### config.mk
export PLATFORM = sky130hd
export DESIGN_NAME = vna_mul
export DESIGN_NICKNAME = d
export VERILOG_FILES = /design/src/rtl/vertex_normal_accumulator_top_macros.svh /design/src/rtl/vna_mul.sv
export SDC_FILE = /design/constraint.sdc
export NUM_CORES = 2
export LEC_CHECK = 0
export BUFFER_PORTS_ARGS = -buffer_cell sky130_fd_sc_hd__clkbuf_2
export CAP_MARGIN = 20
export CORE_MARGIN = 2
export CORE_UTILIZATION = 40
export DETAILED_ROUTE_END_ITERATION = 10
export GPL_TIMING_DRIVEN = 0
export PLACE_DENSITY = 0.68
export SKIP_LAST_GASP = 1
export SLEW_MARGIN = 15
export SYNTH_ARGS = -nofsm -noshare
export SYNTH_HDL_FRONTEND = slang
export SYNTH_SLANG_ARGS = --single-unit
export TNS_END_PERCENT = 20
### constraint.sdc
create_clock -name clk -period 8.35 [get_ports clk]
set_input_delay 1.2525 -clock clk [delete_from_list [all_inputs] [get_ports clk]]
set_output_delay 1.2525 -clock clk [all_outputs]
set_load 0.02 [all_outputs]
### src/rtl/vertex_normal_accumulator_top_macros.svh
// Assertion macros used by vertex_normal_accumulator_top.
`ifndef VERTEX_NORMAL_ACCUMULATOR_TOP_MACROS_SVH
`define VERTEX_NORMAL_ACCUMULATOR_TOP_MACROS_SVH
`ifndef SYNTHESIS
`define VNA_ASSERT(label, ante, cons) \
    label: assert property (@(posedge clk) disable iff (!rst_n) (ante) |-> (cons)) \
        else $error("vna check failed");
`define VNA_ASSERT_NEXT(label, ante, cons) \
    label: assert property (@(posedge clk) disable iff (!rst_n) (ante) |=> (cons)) \
        else $error("vna check failed");
`else
`define VNA_ASSERT(label, ante, cons)
`define VNA_ASSERT_NEXT(label, ante, cons)
`endif
`endif

### src/rtl/vna_mul.sv
`timescale 1ns / 1ps
module vna_mul #(
    parameter int W = 31
) (
    input  logic                  clk,
    input  logic signed [W-1:0]   a,
    input  logic signed [W-1:0]   b,
    output logic signed [2*W-1:0] p
);

    always_ff @(posedge clk)
    begin
        p <= a * b;
    end

endmodule
==> impl_results.md <==
- First-pass GRT wire length: 184000 um
- Register containing the most flip-flops in the final layout: p
- Clk Tree Root Cell: clkbuf_16
- Total number of nets in the final design: 5314
- Clock tree from TritonCTS: done
- Most instantiated flip-flop cell in the synthesis netlist: dfxtp_1
- Cell types occupying the most area after synthesis: fa_1, inv_1, and2_1, ha_1, nand2_1
- Die Area: 0.0913 sq mm
- Routed vias: 27496
- Endpoint type of the worst setup path: flip-flop
- Worst path required time: 8.68 ns
- Port-buffer cells: 124
- Number of different library cells in the post-synthesis netlist: 47
- Floorplan core area: 0.0882 sq mm
- Largest family of logic cells by synthesized area: adder cells
- Worst max-slew margin expressed relative to the limit: 38.0%
- Row count: 109
- Clock input transition at the sequential cells of the worst setup and hold paths: 0.06 ns
- Count of state elements after synthesis: 62
- Non-filler instance count after layout: 5229
- Minimum period implied by the final worst setup slack: 8.41 ns
- Placed Instance Area: 0.0377 sq mm
- Largest register FFs: 62
- DP HPWL: 103000 um
- Number of DRC violations after detailed-routing iteration 0: 2483
- Largest net degree at the start of global routing: 12
- Top Usage Layer GRT: met2
- Met1 track demand over resource in global routing: 35.2%
- # Max-Cap Violations: 0
- M2 GR Usage: 44.5%
- Routed length per placed instance: 24.3 um
- Placed instance count: 5086
- Via count normalized by instance count: 5.26
- Count of boundary I/O pins: 125
- Yosys warning count: 0
- Final-report setup violation count: 1
- RD Place Congestion: 1.04
- Number of hold-slack violations in the final timing report: 0
- GRT met3 Usage: 6.70%
- Total wire length after detailed routing: 127000 um
- Number of nets with antenna violations after routing: 0
- Fill cell instance count of the final layout: 8256
- Post-Synth Simple-Gate Area: 15.1%
- Arr. time, crit path: 8.73 ns
- Worst-path cell with the longest stage delay: fa_2
- Top cells by instance count after synthesis: fa_1, inv_1, nand2_1, and2_1, clkbuf_1
- Cell taking the most area after synthesis: fa_1
- # clock sinks: 62
- Crit path max fanout: 10
- Share of cell area taken by muxes after synthesis: 0.0317%
- Die boundary height: 302 um
- Hold path start: b[2]
- Number of global-route vias before repair: 29167
- Actual slew at the worst max-slew pin: 0.930 ns
- Mapped Avg Cell Area: 9.37 sq um
- Biggest cell delay along the critical path: 0.62 ns
- DRC violations left: 0
- Net count after synthesis: 5059
- Most used standard cell by instance count after synthesis: fa_1
- Area growth from synthesis to final layout: 17.3%
- Share of the synthesized area in compound gates (AO/OA/AOI/OAI): 3.25%
- Result of the run: finished with violations
- Top achievable clock speed: 0.119 GHz
- Final slew viol count: 0
- Post-synthesis share of cell area spent on full adders, half adders and majority gates: 63.7%
- Area of the mapped netlist: 0.0356 sq mm
- Final cycle utilization of the critical path: 101%
- H-tree levels: 3
- Xor/xnor cell area share of the yosys netlist: 1.67%
- Final core area utilization: 47.3%
- Worst Setup Path Type: input pin to flip-flop
- Max Buffers Root-to-Sink: 2
- Cell area after layout: 0.0418 sq mm
- Count of flip-flops with a built-in enable after synthesis: 0
- Number of cells produced by synthesis: 3796
- Register area share after synthesis: 3.49%
- Starting density of the core: 40.3%
- Tightest Hold Check Type: input pin to flip-flop
- Drt first pass iters: 7
- Violations in the final reports: setup timing
- GR Util All Layers: 28.1%
- Worst Setup Slack, final: -0.0577 ns
- Startpoint Class: input pin
- Fraction of layout instances using a drive strength above 1: 14.6%
- Antenna violations before repair: 24
- RSZ-0062 raised after global routing: yes
- Worst setup path startpoint: b[3]
- Crit-path most repeated cell: fa_1
- FFs w/ async S/R, synth: 0%
- Share of the synthesized area in the top cell type: 57.3%
- Global route total overflow: 0
- TritonCTS buffer count: 9
- Worst Setup Slack post-DPL: -2.20 ns
- Regs by FF count: p: 62 flops
- Die width: 302 um
critical path, delay by kind of cell:
kind | cells | cell delay [ns]
simple gates | 2 | 0.28
buf+inv | 6 | 0.85
compound gates | 7 | 1.92
fa+ha+maj | 9 | 4.27
xor+xnor | 1 | 0.15
cell type report:
class	instances	area, sq um	share of cell area, %
multi-input cells	2520	30400	72.9
plain buffers	188	2440	5.84
well taps	1165	1460	3.49
inverters	1016	3820	9.15
diodes	8	20.0	0.0479
clock buffers	11	253	0.605
clock inverters	5	81.3	0.195
repair buffers	254	2010	4.82
flip-flops and latches	62	1240	2.97
final timing paths:
path / end / slack [ns] / cells past startpoint
min: p[2] / 1.58 / 5
max: p[41] / -0.06 / 25
layer usage:
layer	up-vias	part of all wire, %
met1	14080	35
met5	-	0.18
met2	1644	45
met4	24	7.6
li1	11240	-
met3	508	12
metrics by stage:
stage,setup TNS (ns),hold slack (ns)
after CTS,-0.00858,1.55
after detailed placement,-52.80,1.67
after global placement,-51.07,1.67
after floorplan,0,1.57
final,-0.0577,1.58
after global routing,-1.40,1.58
placed cells by master, fill, tap and decap left out, drive strengths merged, types with 4 or more instances in the layout:
cell	count
nor2b	29
xnor2	46
a21o	32
o31ai	6
dfxtp	62
a21oi	64
nor4	6
a221o	4
clkbuf	161
o21bai	8
o21a	6
ha	182
nand2b	10
fa	1018
o211ai	7
nand4	10
o21ai	26
and2	451
nor3	6
nand3	14
nor2	26
xor2	22
buf	292
diode	8
nand2	514
inv	1014
a31oi	4
logic make-up (layout without fill, tap and decap cells):
kind of cell               count (synthesis)  count (layout)
DFF                                       62              62
muxes                                      1               1
adders and majority gates               1200            1200
xor gates and xnor gates                  68              68
AOI/OAI and AO/OA                        175             175
buffers and inverters                   1214            1474
and+or+nand+nor                         1076            1076
other                                      0               8
timing repair:
action                                  CTS  global route
endpoints found under the setup margin   37            25
gates resized for setup                 428           606
gates cloned                              0            10
pin swaps                                28           103
hold buffers                              0             0
setup buffers                            23            96
Power is not shown: default switching activity piles up to over one toggle a cycle in this logic, so the estimate is an artifact.
